[config.mk]
export PLATFORM = sky130hd
export DESIGN_NAME = utf8_lossy_sanitizer_unit
export DESIGN_NICKNAME = d
export VERILOG_FILES = /design/src/usu_pkg.sv /design/src/usu_fifo.sv /design/src/usu_front.sv /design/src/usu_back.sv /design/src/utf8_lossy_sanitizer_unit.sv
export SDC_FILE = /design/constraint.sdc
export NUM_CORES = 1
export LEC_CHECK = 0
export BUFFER_PORTS_ARGS = -buffer_cell sky130_fd_sc_hd__buf_2
export CAP_MARGIN = 25
export CORE_MARGIN = 1
export CORE_UTILIZATION = 39
export CTS_BUF_LIST = sky130_fd_sc_hd__clkbuf_2
export DETAILED_ROUTE_END_ITERATION = 8
export GPL_ROUTABILITY_DRIVEN = 0
export PLACE_DENSITY = 0.54
export SETUP_SLACK_MARGIN = 0.15
export SYNTH_ARGS = -nofsm -noshare
export SYNTH_HDL_FRONTEND = slang
export SYNTH_SLANG_ARGS = --single-unit
[constraint.sdc]
create_clock -name i_clk -period 9.3 [get_ports i_clk]
set_clock_uncertainty 0.15 [all_clocks]
set_input_delay 0 -clock i_clk [delete_from_list [all_inputs] [get_ports i_clk]]
set_output_delay 0 -clock i_clk [all_outputs]
set_load 0.02 [all_outputs]
[src/usu_pkg.sv]
// Types, constants and helpers shared by the front end, back end and top level.
package usu_pkg;

    localparam logic [7:0] REPL_B0 = 8'hEF;
    localparam logic [7:0] REPL_B1 = 8'hBF;
    localparam logic [7:0] REPL_B2 = 8'hBD;

    localparam logic [1:0] SUB_B0 = 2'd0;
    localparam logic [1:0] SUB_B1 = 2'd1;
    localparam logic [1:0] SUB_B2 = 2'd2;

    localparam int MAX_TOKENS = 4;

    // One input beat worth of output: up to four tokens, each a literal byte
    // or a three-byte replacement.
    typedef struct packed {
        logic [2:0]                  n;
        logic [MAX_TOKENS-1:0]       repl;
        logic [MAX_TOKENS-1:0][7:0]  bytes;
        logic                        eos;
    } t_cmd;

    function automatic logic [7:0] repl_byte(input logic [1:0] sub);
        logic [7:0] b;
        unique case (sub)
            SUB_B0:  b = REPL_B0;
            SUB_B1:  b = REPL_B1;
            default: b = REPL_B2;
        endcase
        return b;
    endfunction

endpackage

[src/usu_fifo.sv]
// Small register queue carrying commands from the front end to the back end.
module usu_fifo #(
    parameter int WIDTH = 8,
    parameter int DEPTH = 2
) (
    input  logic             i_clk,
    input  logic             i_rst_n,
    input  logic             i_push,
    input  logic [WIDTH-1:0] i_data,
    output logic             o_full,
    input  logic             i_pop,
    output logic [WIDTH-1:0] o_data,
    output logic             o_empty
);

    localparam int PTR_W = (DEPTH > 1) ? $clog2(DEPTH) : 1;
    localparam int CNT_W = $clog2(DEPTH + 1);

    logic [WIDTH-1:0] r_mem [DEPTH];
    logic [PTR_W-1:0] r_wr, n_wr;
    logic [PTR_W-1:0] r_rd, n_rd;
    logic [CNT_W-1:0] r_cnt, n_cnt;

    assign o_full  = (r_cnt == CNT_W'(DEPTH));
    assign o_empty = (r_cnt == '0);
    assign o_data  = r_mem[r_rd];

    always_comb begin
        n_wr  = r_wr;
        n_rd  = r_rd;
        n_cnt = r_cnt;
        if (i_push) begin
            n_wr = (r_wr == PTR_W'(DEPTH - 1)) ? '0 : r_wr + 1'b1;
        end
        if (i_pop) begin
            n_rd = (r_rd == PTR_W'(DEPTH - 1)) ? '0 : r_rd + 1'b1;
        end
        if (i_push && !i_pop) begin
            n_cnt = r_cnt + 1'b1;
        end else if (i_pop && !i_push) begin
            n_cnt = r_cnt - 1'b1;
        end
    end

    always_ff @(posedge i_clk) begin
        if (!i_rst_n) begin
            r_wr  <= '0;
            r_rd  <= '0;
            r_cnt <= '0;
        end else begin
            r_wr  <= n_wr;
            r_rd  <= n_rd;
            r_cnt <= n_cnt;
        end
    end

    always_ff @(posedge i_clk) begin
        if (i_push) begin
            r_mem[r_wr] <= i_data;
        end
    end

endmodule

[src/usu_front.sv]
// Front end: validates each input byte against the pending sequence and
// builds the token list for it.
module usu_front (
    input  logic          i_clk,
    input  logic          i_rst_n,
    input  logic          i_valid,
    output logic          o_ready,
    input  logic [7:0]    i_byte,
    input  logic          i_eos,
    input  logic          i_full,
    output logic          o_push,
    output usu_pkg::t_cmd o_cmd
);
    import usu_pkg::*;

    logic [2:0][7:0] r_pend, n_pend;
    logic [1:0]      r_cnt, n_cnt;
    logic [2:0]      r_exp, n_exp;
    logic            accept;
    t_cmd            cmd;

    function automatic t_cmd add_tok(input t_cmd c, input logic r, input logic [7:0] b);
        t_cmd o;
        o = c;
        o.repl[c.n[1:0]]  = r;
        o.bytes[c.n[1:0]] = b;
        o.n               = c.n + 3'd1;
        return o;
    endfunction

    function automatic logic [2:0] lead_len(input logic [7:0] b);
        logic [2:0] len;
        if (b >= 8'hC2 && b <= 8'hDF) begin
            len = 3'd2;
        end else if (b >= 8'hE0 && b <= 8'hEF) begin
            len = 3'd3;
        end else if (b >= 8'hF0 && b <= 8'hF4) begin
            len = 3'd4;
        end else begin
            len = 3'd0;
        end
        return len;
    endfunction

    function automatic logic second_ok(input logic [7:0] lead, input logic [7:0] b);
        logic ok;
        priority if (lead == 8'hE0) begin
            ok = (b >= 8'hA0) && (b <= 8'hBF);
        end else if (lead == 8'hED) begin
            ok = (b >= 8'h80) && (b <= 8'h9F);
        end else if (lead == 8'hF0) begin
            ok = (b >= 8'h90) && (b <= 8'hBF);
        end else if (lead == 8'hF4) begin
            ok = (b >= 8'h80) && (b <= 8'h8F);
        end else begin
            ok = (b[7:6] == 2'b10);
        end
        return ok;
    endfunction

    assign o_ready = !i_full;
    assign accept  = i_valid && o_ready;
    assign o_push  = accept && (cmd.n != 3'd0);
    assign o_cmd   = cmd;

    always_comb begin
        logic       ok;
        logic       do_start;
        logic [2:0] len;
        cmd      = '0;
        cmd.eos  = i_eos;
        n_pend   = r_pend;
        n_cnt    = r_cnt;
        n_exp    = r_exp;
        do_start = 1'b0;
        len      = lead_len(i_byte);
        ok       = (r_cnt == 2'd1) ? second_ok(r_pend[0], i_byte) : (i_byte[7:6] == 2'b10);

        if (r_cnt == 2'd0) begin
            do_start = 1'b1;
        end else if (ok) begin
            if (({1'b0, r_cnt} + 3'd1) >= r_exp) begin
                for (int i = 0; i < 3; i++) begin
                    if (2'(i) < r_cnt) begin
                        cmd = add_tok(cmd, 1'b0, r_pend[i]);
                    end
                end
                cmd   = add_tok(cmd, 1'b0, i_byte);
                n_cnt = 2'd0;
                n_exp = 3'd0;
            end else begin
                if (r_cnt == 2'd1) begin
                    n_pend[1] = i_byte;
                end else begin
                    n_pend[2] = i_byte;
                end
                n_cnt = r_cnt + 2'd1;
            end
        end else begin
            for (int i = 0; i < 3; i++) begin
                if (2'(i) < r_cnt) begin
                    cmd = add_tok(cmd, 1'b1, 8'h00);
                end
            end
            n_cnt    = 2'd0;
            n_exp    = 3'd0;
            do_start = 1'b1;
        end

        if (do_start) begin
            if (!i_byte[7]) begin
                cmd = add_tok(cmd, 1'b0, i_byte);
            end else if (len != 3'd0) begin
                n_pend[0] = i_byte;
                n_cnt     = 2'd1;
                n_exp     = len;
            end else begin
                cmd = add_tok(cmd, 1'b1, 8'h00);
            end
        end

        if (i_eos) begin
            for (int i = 0; i < 3; i++) begin
                if (2'(i) < n_cnt) begin
                    cmd = add_tok(cmd, 1'b1, 8'h00);
                end
            end
            n_cnt = 2'd0;
            n_exp = 3'd0;
        end
    end

    always_ff @(posedge i_clk) begin
        if (!i_rst_n) begin
            r_cnt <= 2'd0;
            r_exp <= 3'd0;
        end else if (accept) begin
            r_cnt <= n_cnt;
            r_exp <= n_exp;
        end
    end

    always_ff @(posedge i_clk) begin
        if (accept) begin
            r_pend <= n_pend;
        end
    end

endmodule

[src/usu_back.sv]
// Back end: expands queued tokens into output beats through an output register.
module usu_back (
    input  logic          i_clk,
    input  logic          i_rst_n,
    input  usu_pkg::t_cmd i_cmd,
    input  logic          i_empty,
    output logic          o_pop,
    output logic          o_valid,
    input  logic          i_ready,
    output logic [7:0]    o_byte,
    output logic          o_run_last,
    output logic          o_string_last
);
    import usu_pkg::*;

    logic [1:0] r_tok, n_tok;
    logic [1:0] r_sub, n_sub;
    logic       r_valid;
    logic [7:0] r_byte;
    logic       r_run_last;
    logic       r_string_last;
    logic       load, take, is_repl, tok_end, last;
    logic [7:0] cur_byte;

    assign load     = !r_valid || i_ready;
    assign take     = load && !i_empty;
    assign is_repl  = i_cmd.repl[r_tok];
    assign cur_byte = is_repl ? repl_byte(r_sub) : i_cmd.bytes[r_tok];
    assign tok_end  = !is_repl || (r_sub == SUB_B2);
    assign last     = tok_end && (({1'b0, r_tok} + 3'd1) == i_cmd.n);
    assign o_pop    = take && last;

    always_comb begin
        n_tok = r_tok;
        n_sub = r_sub;
        if (take) begin
            if (tok_end) begin
                n_sub = SUB_B0;
                n_tok = last ? 2'd0 : r_tok + 2'd1;
            end else begin
                n_sub = r_sub + 2'd1;
            end
        end
    end

    always_ff @(posedge i_clk) begin
        if (!i_rst_n) begin
            r_tok   <= 2'd0;
            r_sub   <= SUB_B0;
            r_valid <= 1'b0;
        end else begin
            r_tok <= n_tok;
            r_sub <= n_sub;
            if (load) begin
                r_valid <= !i_empty;
            end
        end
    end

    always_ff @(posedge i_clk) begin
        if (take) begin
            r_byte        <= cur_byte;
            r_run_last    <= last;
            r_string_last <= last && i_cmd.eos;
        end
    end

    assign o_valid       = r_valid;
    assign o_byte        = r_byte;
    assign o_run_last    = r_run_last;
    assign o_string_last = r_string_last;

endmodule

[src/utf8_lossy_sanitizer_unit.sv]
// Streaming UTF-8 sanitizer: passes well-formed sequences, replaces malformed
// bytes with EF BF BD, and flushes held bytes as replacements at string end.
// One input byte is accepted per cycle while the command queue has room; the
// output register delivers one byte per cycle while the receiver is ready, so
// an input beat that yields 0 to 12 output bytes holds the output for all of
// them, and the input keeps flowing until QUEUE_DEPTH such commands are waiting.
// Output passes the command queue and output register. Bytes that only extend
// a pending sequence produce no output until the sequence completes or breaks.
// QUEUE_DEPTH must be a power of two from 2 to 16.
module utf8_lossy_sanitizer_unit #(
    parameter int QUEUE_DEPTH = 2
) (
    input  logic       i_clk,
    input  logic       i_rst_n,
    input  logic       i_s_axis_tvalid,
    output logic       o_s_axis_tready,
    input  logic [7:0] i_s_axis_tdata,   // [7:0] in_byte
    input  logic       i_s_axis_tlast,   // end_of_string
    output logic       o_m_axis_tvalid,
    input  logic       i_m_axis_tready,
    output logic [7:0] o_m_axis_tdata,   // [7:0] out_byte
    output logic       o_m_axis_tlast,   // run_last
    output logic [0:0] o_m_axis_tuser    // [0] string_last
);
    import usu_pkg::*;

    localparam int CMD_W = $bits(t_cmd);

    t_cmd             front_cmd;
    logic             push, pop, full, empty;
    logic [CMD_W-1:0] head_raw;
    logic             string_last;

    usu_front u_front (
        .i_clk   (i_clk),
        .i_rst_n (i_rst_n),
        .i_valid (i_s_axis_tvalid),
        .o_ready (o_s_axis_tready),
        .i_byte  (i_s_axis_tdata),
        .i_eos   (i_s_axis_tlast),
        .i_full  (full),
        .o_push  (push),
        .o_cmd   (front_cmd)
    );

    usu_fifo #(
        .WIDTH (CMD_W),
        .DEPTH (QUEUE_DEPTH)
    ) u_fifo (
        .i_clk   (i_clk),
        .i_rst_n (i_rst_n),
        .i_push  (push),
        .i_data  (front_cmd),
        .o_full  (full),
        .i_pop   (pop),
        .o_data  (head_raw),
        .o_empty (empty)
    );

    usu_back u_back (
        .i_clk         (i_clk),
        .i_rst_n       (i_rst_n),
        .i_cmd         (t_cmd'(head_raw)),
        .i_empty       (empty),
        .o_pop         (pop),
        .o_valid       (o_m_axis_tvalid),
        .i_ready       (i_m_axis_tready),
        .o_byte        (o_m_axis_tdata),
        .o_run_last    (o_m_axis_tlast),
        .o_string_last (string_last)
    );

    assign o_m_axis_tuser = string_last;

endmodule

==> results of run 1 <==
==> registers in the layout (all words and copies together), names as in the netlist, named ones only <==
register / cells
u_back.o_byte: 8
u_front.r_exp: 3
u_back.o_valid: 1
u_fifo.r_mem: 80
u_fifo.r_wr: 1
u_fifo.r_cnt: 2
u_back.o_run_last: 1
u_back.o_string_last: 1
u_front.r_cnt: 2
u_back.r_sub: 2
u_front.r_pend: 23
u_back.r_tok: 2
u_fifo.r_rd: 1
==> cells by family after synthesis <==
logic type / share of synthesized area
and+or+nand+nor: 0.112
DFF: 0.580
muxes: 0.0923
AOI/OAI and AO/OA: 0.111
xor gates and xnor gates: 0.0165
buffers and inverters: 0.0310
adders and majority gates: 0.0570
==> per-layer routing <==
layer,GRT usage,up-vias
met5,0,-
met4,0.0657,0
met3,0.0422,18
met2,0.274,102
met1,0.247,2012
li1,-,1979
==> layout make-up <==
| class | count | area, um2 | area share |
|---|---|---|---|
| Antenna cell | 1 | 2.50 | 0.000346 |
| Clock buffer | 18 | 90.1 | 0.0125 |
| Clock inverter | 14 | 140 | 0.0194 |
| Inverter | 27 | 101 | 0.0140 |
| Multi-Input combinational cell | 321 | 2490 | 0.344 |
| Sequential cell | 128 | 3690 | 0.511 |
| Tap cell | 216 | 270 | 0.0374 |
| Timing Repair Buffer | 55 | 440 | 0.0609 |
==> cell usage after synthesis (all sizes together), types with 3 or more instances <==
| cell | number |
|---|---|
| nor3 | 11 |
| clkbuf | 12 |
| ha | 29 |
| a211oi | 5 |
| xnor2 | 5 |
| nand2b | 11 |
| nor2 | 42 |
| o31ai | 3 |
| and2 | 12 |
| a21oi | 28 |
| a31oi | 3 |
| inv | 27 |
| a22oi | 9 |
| or2 | 4 |
| nand2 | 36 |
| nor3b | 4 |
| a22o | 16 |
| mux2i | 16 |
| buf | 10 |
| nand3 | 6 |
| o21ai | 17 |
| mux4 | 18 |
| edfxtp | 113 |
| dfxtp | 15 |
| xor2 | 7 |
| nor2b | 5 |
==> path summary, 6_finish.rpt <==
check                                            to         startpoint
worst min-delay path             u_front.r_pend[21]  i_s_axis_tdata[5]
worst max register to register  u_fifo.r_mem[0][12]   u_front.r_cnt[0]
worst min register to register     u_front.r_exp[2]   u_front.r_exp[2]
worst max-delay path            u_fifo.r_mem[0][12]   u_front.r_cnt[0]
==> worst reg2reg max path, stage by stage (launching register included) <==
cell and delay, ns:
dfxtp_1 0.73, inv_1 0.24, ha_1 0.41, ha_1 0.29, nand2_1 0.05, o21ai_1 0.53
nand2_1 0.20, a211oi_1 0.41, ha_1 0.31, a21oi_1 0.13, a21oi_1 0.12, ha_1 0.34
o21a_1 0.21, ha_1 0.29, nor2_1 0.10, a21oi_1 0.07, ha_1 0.31, a21oi_1 0.13
a21oi_1 0.07, o21bai_1 0.15, o31a_1 0.25, nor2b_4 0.59, buf_16 0.25
==> power groups by stage <==
stage | clock network, mW | registers, mW | logic [mW]
final | 0.332 | 0.761 | 0.404
after global placement | 0 | 0.775 | 0.386
after CTS | 0.345 | 0.763 | 0.410
after global routing | 0.370 | 0.772 | 0.447
after detailed placement | 0 | 0.777 | 0.398
after floorplan | 0 | 0.804 | 0.251
==> through the flow <==
step / cells / worst slack, ns / hold WS [ns]
final: 780 / 2.66 / 0.0907
after global routing: 780 / 2.13 / 0.0175
after CTS: 778 / 2.55 / 0.000474
after detailed placement: 723 / 2.63 / 0.170
after global placement: 720 / 2.81 / 0.160
after floorplan: 498 / 2.62 / -0.0511
==> timing repair <==
item,CTS,global route
hold endpoints to repair,149,0
resized for setup,0,0
hold buffers,23,0
==> flow_summary.ini, run 1 <==
[critical_path]
worstPathArrival_ns = 6.90
reg2reg_slack_ns = 2.66
cpLargestDelayFamily = compound AO/OA/AOI/OAI gates
crit_fanout = 22
worst_path_max_delay_cell = dfxtp_1
criticalPathCategory = flop to flop
cp_num_buf_inv = 2
endpoint_kind = flop
required_ns = 9.55
crit_chain = inv_1, ha_1, ha_1, nand2_1, o21ai_1, nand2_1, a211oi_1, ha_1, a21oi_1, a21oi_1, ha_1, o21a_1, ha_1, nor2_1, a21oi_1, ha_1, a21oi_1, a21oi_1, o21bai_1, o31a_1, nor2b_4, buf_16
reg2reg_depth = 22
startpoint_type = flop
cpPeakStageDelay_ns = 0.73
path_depth = 22
cp_common_cell = ha_1

[yosys]
ys_ff_latch = 128
dominantRegCellSynth = edfxtp_1
synth.area.top_cells = edfxtp_1, mux4_2, ha_1
synth_top_cell_by_area = edfxtp_1
synthCells = 498
synth.avg_cell_area_um2 = 12.8
syn_area_um2 = 6370
synth_nets = 540
ys_warn_count = 0
synth_cell_types = 59
synth_edf_count = 113
synthArstFlopShare = 0
yosysTopAreaCellShare = 0.533
seq_area_frac_synth = 0.580

[route]
postRouteAntennaNets = 0
drt_iter0_drc = 267
dr.max_layer_used = met4
vias = 4111
viasPerCell = 5.27
avgRoutedWirePerCell_um = 17.8
wl_met3_um = 570
wirelength_met1_mm = 6.66
drc_errors = 0
routed-wl-met2_mm = 6.43
first_pass_iters = 5
wirelength_mm = 13.9

[pwr]
ir_drop_v = 0.0000906
p_per_area_nw_per_um2 = 207
power_mw = 1.50
swShare = 0.316
p_seq_frac = 0.509
p_int_mw = 1.02
power.share.clock = 0.222
power.leakage_nw = 2.59
switchingPower_mw = 0.473
combinationalPowerShare = 0.270

[finish]
utilization = 0.453
final_area_um2 = 7230
areaGrowthSynthToFinish_pct = 13.4
drive_gt1_frac = 0.165
nFillCells = 1462
layout_common_cells = edfxtp_1, nor2_1, nand2_1
nets = 592
final_common_cell = edfxtp_1

[global_routing]
grt_pass1_wl_mm = 21.8
grt_usage = 0.178
antenna_found_initial = 1
grt_max_degree = 41
grt_pass1_vias = 3957
grt_overflow = 0

[sta]
grt_setup_unrepaired = no
finalCritPeriodShare = 0.714
timing.fmax_mhz = 151
slew_headroom = 0.384
setup_viol = 0
tightest_slew_ns = 0.922
setup_tns_ns = 0
slew_viol_final = 0
finalCriticalPeriod_ns = 6.64
hold_viol = 0

[clock_network]
root_buffer = clkbuf_2
cts.sinks = 128
clkLatencyLatePin_ns = 0.69
ctsLongestPathBuffers = 2
cts_buffers = 17
cts_tree = yes
clkTransAtPathRegs_ns = 0.20
post_cts_buffers = 0
cts_max_level = 4

[die]
dieWidth_um = 130
io-pin-count = 25
initial_core_util = 0.400
die-area_um2 = 16900
fp.coreArea_um2 = 15900
num_rows = 46
dieHeight_um = 130

[placement]
port_buffers = 24
place_area_um2 = 6740
dp_hpwl_mm = 9.56

[worst_hold_path]
hold_class = primary input to flop
min_path_cells = 2

[run_status]
status = finished, final reports clean

[run]
drv_cap = 0
No activity file was read; power rests on OpenSTA's default activity.
==> inputs of run 2 (changes only) <==
Settings changed: ABC_AREA from default to 1, PLACE_DENSITY 0.54 to 0.53.
Clock period 9.3 ns to 6.5 ns, I/O delays scaled along.
==> run 2 against run 1 <==
- synthesized area is 4.3% higher
- non-clock buffer count rose by 6
- highest routed layer unchanged
- cell area grew 5.5%
- hold slack better by 0.043 ns
- combinational power up 33%
==> flow_summary.ini, run 2 <==
[route]
viasPerCell = 5.19
drt_iter0_drc = 381
wirelength_mm = 15.8
avgRoutedWirePerCell_um = 16.2
first_pass_iters = 4
postRouteAntennaNets = 0
vias = 5069
drc_errors = 0

[die]
dieHeight_um = 133
initial_core_util = 0.401
io-pin-count = 25
num_rows = 47
fp.coreArea_um2 = 16600
die-area_um2 = 17600
dieWidth_um = 133

[finish]
regArea_um2 = 3690
fin_cells = 977
nets = 786
areaGrowthSynthToFinish_pct = 14.6
nFillCells = 1592
largest_reg_flops = 80
top_register = u_fifo.r_mem
drive_gt1_frac = 0.144
layout_common_cells = nand2_1, edfxtp_1, inv_1
multiInputGateArea_um2 = 2600
final_common_cell = nand2_1
num_antenna_cells = 0

[critical_path]
reg2reg_to = u_fifo.r_wr
endpoint_kind = flop
crit_fanout = 9
r2r_start = u_front.r_cnt[0]
cp_common_cell = nand2_1
worst_path_max_delay_cell = dlygate4sd3_1
criticalPathCategory = flop to flop
cpPeakStageDelay_ns = 0.56
reg2reg_depth = 29
worstPathArrival_ns = 6.36
startpoint_type = flop
required_ns = 6.99
reg2reg_slack_ns = 0.63

[yosys]
synth_top_cell_by_area = edfxtp_1
synth_nets = 731
syn_area_um2 = 6650
ys_ff_latch = 128
synth.area.top_cells = edfxtp_1, nand2_1, ha_1
synthArstFlopShare = 0
seq_area_frac_synth = 0.556
synthCells = 689
yosysTopAreaCellShare = 0.510
synth_cell_types = 41
synth.avg_cell_area_um2 = 9.65
synth_edf_count = 113
synth_commonest_cells = nand2_1, edfxtp_1, inv_1
ys_warn_count = 0
dominantRegCellSynth = edfxtp_1
yosysMostFrequentCell = nand2_1

[global_routing]
grt_max_degree = 42
antenna_found_initial = 0
grt_pass1_wl_mm = 25.5
grt_usage = 0.188
grt_overflow = 0
grt_pass1_vias = 4842

[sta]
setup_viol = 0
tightest_slew_ns = 0.643
setup_tns_ns = 0
finalCriticalPeriod_ns = 5.87
finalCritPeriodShare = 0.903
slew_headroom = 0.571
hold_viol = 0
fin_hold_ws_ns = 0.133
slew_viol_final = 0
grt_setup_unrepaired = no
timing.fmax_mhz = 170

[worst_hold_path]
min-delay-start = i_rst_n
min_path_cells = 4
whs_endpoint = u_back.r_tok[1]
hold_class = primary input to flop

[pwr]
ir_drop_v = 0.000138
combinationalPowerShare = 0.245
p_seq_frac = 0.470
p_per_area_nw_per_um2 = 288
power.leakage_nw = 3.01
power.share.clock = 0.285
switchingPower_mw = 0.686
swShare = 0.313
p_int_mw = 1.51

[clock_network]
cts_tree = yes
clkLatencyLatePin_ns = 0.69
root_buffer = clkbuf_2
cts_buffers = 17
ctsLongestPathBuffers = 2
cts.sinks = 128
cts_max_level = 4
clkTransAtPathRegs_ns = 0.20
post_cts_resized = 0

[run_status]
status = finished, final reports clean

[placement]
port_buffers = 24
dp_hpwl_mm = 10.9
dpl.cell_count = 919

[run]
drv_cap = 0
==> run 2: cell count changes after synthesis, moves of 18 or more <==
cell     previous run  this run
inv_1              27        65
mux4_2             18         0
nand2_1            36       115
nand3_1             6        46
nor2_1             42        63
o21ai_0            14        62
==> run 2: repair_timing <==
action | 4_1_cts | 5_1_grt
hold endpoints to repair | 128 | 0
buffers inserted | 0 | 0
hold buffers | 25 | 0
==> run 2: metal layers <==
layer / part of all wire / global-route usage / wire length, um
met5: 0 / 0 / 0
met4: 0.0065 / 0.0492 / 102
met3: 0.045 / 0.0402 / 713
met2: 0.46 / 0.292 / 7250
met1: 0.49 / 0.266 / 7720
==> run 2: how the worst max path moves through the flow <==
| stage | slack, ns | to | cells past startpoint | from |
|---|---|---|---|---|
| after detailed placement | 1.02 | u_fifo.r_cnt[1] | 32 | u_front.r_cnt[0] |
| final | 0.63 | u_fifo.r_wr | 29 | u_front.r_cnt[0] |
| after global routing | 0.15 | u_fifo.r_wr | 29 | u_front.r_cnt[0] |
| after global placement | 1.23 | u_fifo.r_cnt[1] | 32 | u_front.r_cnt[0] |
| after floorplan | 0.34 | u_fifo.r_mem[0][0] | 27 | u_front.r_cnt[0] |
| after CTS | 0.66 | u_fifo.r_wr | 29 | u_front.r_cnt[0] |
==> run 2: cells by family (layout without fill, tap and decap cells) <==
group	after synthesis	in the layout	share of synthesized area
xor gates and xnor gates	3	3	0.00395
DFF	128	128	0.556
and+or+nand+nor	279	279	0.195
buffers and inverters	96	164	0.0546
AOI/OAI and AO/OA	154	154	0.136
adders and majority gates	29	29	0.0546
==> run 2: critical path, delay by kind of cell (launching register included) <==
kind	cells	cell delay, ns
simple gates	16	1.53
flops	1	0.55
fa+ha+maj	6	1.84
buf+inv	5	1.37
compound gates	2	0.40
==> run 2: cell type report <==
type / instances / share of cell area
clock buffers: 18 / 0.0118
multi-input cells: 465 / 0.341
well taps: 220 / 0.0361
flip-flops and latches: 128 / 0.485
clock inverters: 14 / 0.0310
repair buffers: 61 / 0.0601
inverters: 71 / 0.0353
==> run 2: metrics by stage <==
stage | total power, mW | cell area (um2) | utilization | setup WS [ns]
after detailed placement | 1.58 | 7040 | 0.424 | 1.02
after global routing | 2.32 | 7620 | 0.460 | 0.152
after CTS | 2.22 | 7610 | 0.459 | 0.657
after global placement | 1.57 | 7020 | 0.424 | 1.23
final | 2.19 | 7620 | 0.460 | 0.633
after floorplan | 1.41 | 6650 | - | 0.335
==> run 2: power by group through the flow <==
stage	Sequential, mW	Combinational [mW]	Clock [mW]
after CTS	1.03	0.543	0.642
after global placement	1.05	0.516	0
after floorplan	1.09	0.326	0
final	1.03	0.536	0.625
after detailed placement	1.05	0.526	0
after global routing	1.04	0.607	0.677
==> inputs of run 3 (changes only) <==
Settings changed: CELL_PAD_IN_SITES_DETAIL_PLACEMENT from default to 1, CELL_PAD_IN_SITES_GLOBAL_PLACEMENT from default to 1, PLACE_DENSITY 0.53 to 0.65.
Clock period 6.5 ns to 5.7 ns, I/O delays scaled along.
==> run 3 against run 2 <==
- die area unchanged
- sequential share of layout area grew 0.49 points
- largest power group unchanged
- non-clock buffer count down 2
- combinational power increased by 12%
- critical path depth grew 1
- hold slack got worse by 0.037 ns
- maximum frequency grew 13%
- worst setup slack lost 0.10 ns
==> flow_summary.ini, run 3 (synthesized netlist as in run 2, its figures left out) <==
[sta]
setup_viol = 0
finalCriticalPeriod_ns = 5.17
finalCritPeriodShare = 0.907
slew_headroom = 0.421
timing.final.ws_setup_ns = 0.529
hold_viol = 0
fin_hold_ws_ns = 0.0960
slew_viol_final = 0
tightest_slew_ns = 0.868
setup_tns_ns = 0
grt_setup_unrepaired = no
timing.fmax_mhz = 193

[pwr]
p_per_area_nw_per_um2 = 309
ir_drop_v = 0.000117
power_mw = 2.34
power.leakage_nw = 2.97

[critical_path]
endpoint_kind = flop
worstPathArrival_ns = 5.59
criticalPathCategory = flop to flop
cp-startpoint = u_front.r_cnt[0]
required_ns = 6.12
cpLargestDelayFamily = adder cells
cp_num_buf_inv = 3
startpoint_type = flop
cpPeakStageDelay_ns = 0.41
reg2reg_slack_ns = 0.53
reg2reg_to = u_fifo.r_cnt[1]
r2r_start = u_front.r_cnt[0]
reg2reg_depth = 30
worst_path_max_delay_cell = dfxtp_4
crit_fanout = 6
cp_common_cell = ha_1

[die]
num_rows = 47
io-pin-count = 25
die-area_um2 = 17600
dieWidth_um = 133
fp.coreArea_um2 = 16600
initial_core_util = 0.401
dieHeight_um = 133

[clock_network]
cts.sinks = 128
clkTransAtPathRegs_ns = 0.21
cts_buffers = 17
cts_max_level = 4
cts_tree = yes
clkLatencyLatePin_ns = 0.68
ctsLongestPathBuffers = 2
root_buffer = clkbuf_2

[route]
first_pass_iters = 5
viasPerCell = 5.32
wirelength_mm = 17.5
postRouteAntennaNets = 0
vias = 5194
avgRoutedWirePerCell_um = 17.9
drc_errors = 0
drt_iter0_drc = 308

[worst_hold_path]
hold_class = primary input to flop
whs_endpoint = u_fifo.r_mem[1][0]
min-delay-start = i_s_axis_tlast
min_path_cells = 2

[finish]
drive_gt1_frac = 0.150
largest_reg_flops = 80
layout_common_cells = nand2_1, edfxtp_1, inv_1
nets = 784
top_register = u_fifo.r_mem
areaGrowthSynthToFinish_pct = 13.7
fin_cells = 977
nFillCells = 1930

[run]
drv_cap = 0

[global_routing]
grt_pass1_wl_mm = 28.7
grt_overflow = 0
antenna_found_initial = 1
grt_pass1_vias = 5362
grt_max_degree = 41
grt_usage = 0.212

[placement]
dpl.cell_count = 918
port_buffers = 24
dp_hpwl_mm = 12.1
dp_slack_ns = 0.140

[run_status]
status = finished, final reports clean
## run 3: where the power goes
group / switching, mW / internal (mW) / total, mW
Combinational: 0.409 / 0.192 / 0.602
Sequential: 0.0521 / 1.14 / 1.20
Clock: 0.344 / 0.196 / 0.541
## run 3: how the worst max path moves through the flow
stage / end / slack, ns / cells after the start
final: u_fifo.r_cnt[1] / 0.53 / 30
after global routing: u_fifo.r_cnt[1] / 0.16 / 30
after CTS: u_fifo.r_cnt[1] / 0.18 / 32
after detailed placement: u_fifo.r_cnt[1] / 0.14 / 32
after global placement: u_fifo.r_cnt[1] / 0.43 / 32
after floorplan: u_fifo.r_mem[0][0] / 0.20 / 27
## run 3: final cells by class
type | instances | area (um2) | share of cell area
Antenna cell | 2 | 5.00 | 0.000662
Clock buffer | 19 | 95.1 | 0.0126
Clock inverter | 13 | 121 | 0.0161
Inverter | 71 | 269 | 0.0356
Multi-Input combinational cell | 465 | 2630 | 0.348
Sequential cell | 128 | 3700 | 0.490
Tap cell | 220 | 275 | 0.0364
Timing Repair Buffer | 59 | 465 | 0.0616
## run 3: repair_timing
item	in CTS	in global routing
endpoints found under the hold margin	129	0
hold buffers	23	0
gates resized for setup	1	13
endpoints found under the setup margin	1	83
setup buffers	0	1
pin swaps	0	1
## run 3: per-stage QoR
| step | instance area, um2 | utilization |
|---|---|---|
| final | 7560 | 0.456 |
| after global routing | 7560 | 0.456 |
| after CTS | 7500 | 0.452 |
| after detailed placement | 7050 | 0.425 |
| after global placement | 7050 | 0.425 |
| after floorplan | 6650 | - |
## run 3: routing by layer
metal | global-route usage | share of wire
met1 | 0.290 | 0.49
met2 | 0.350 | 0.47
met3 | 0.0349 | 0.029
met4 | 0.0524 | 0.0069
met5 | 0 | 0
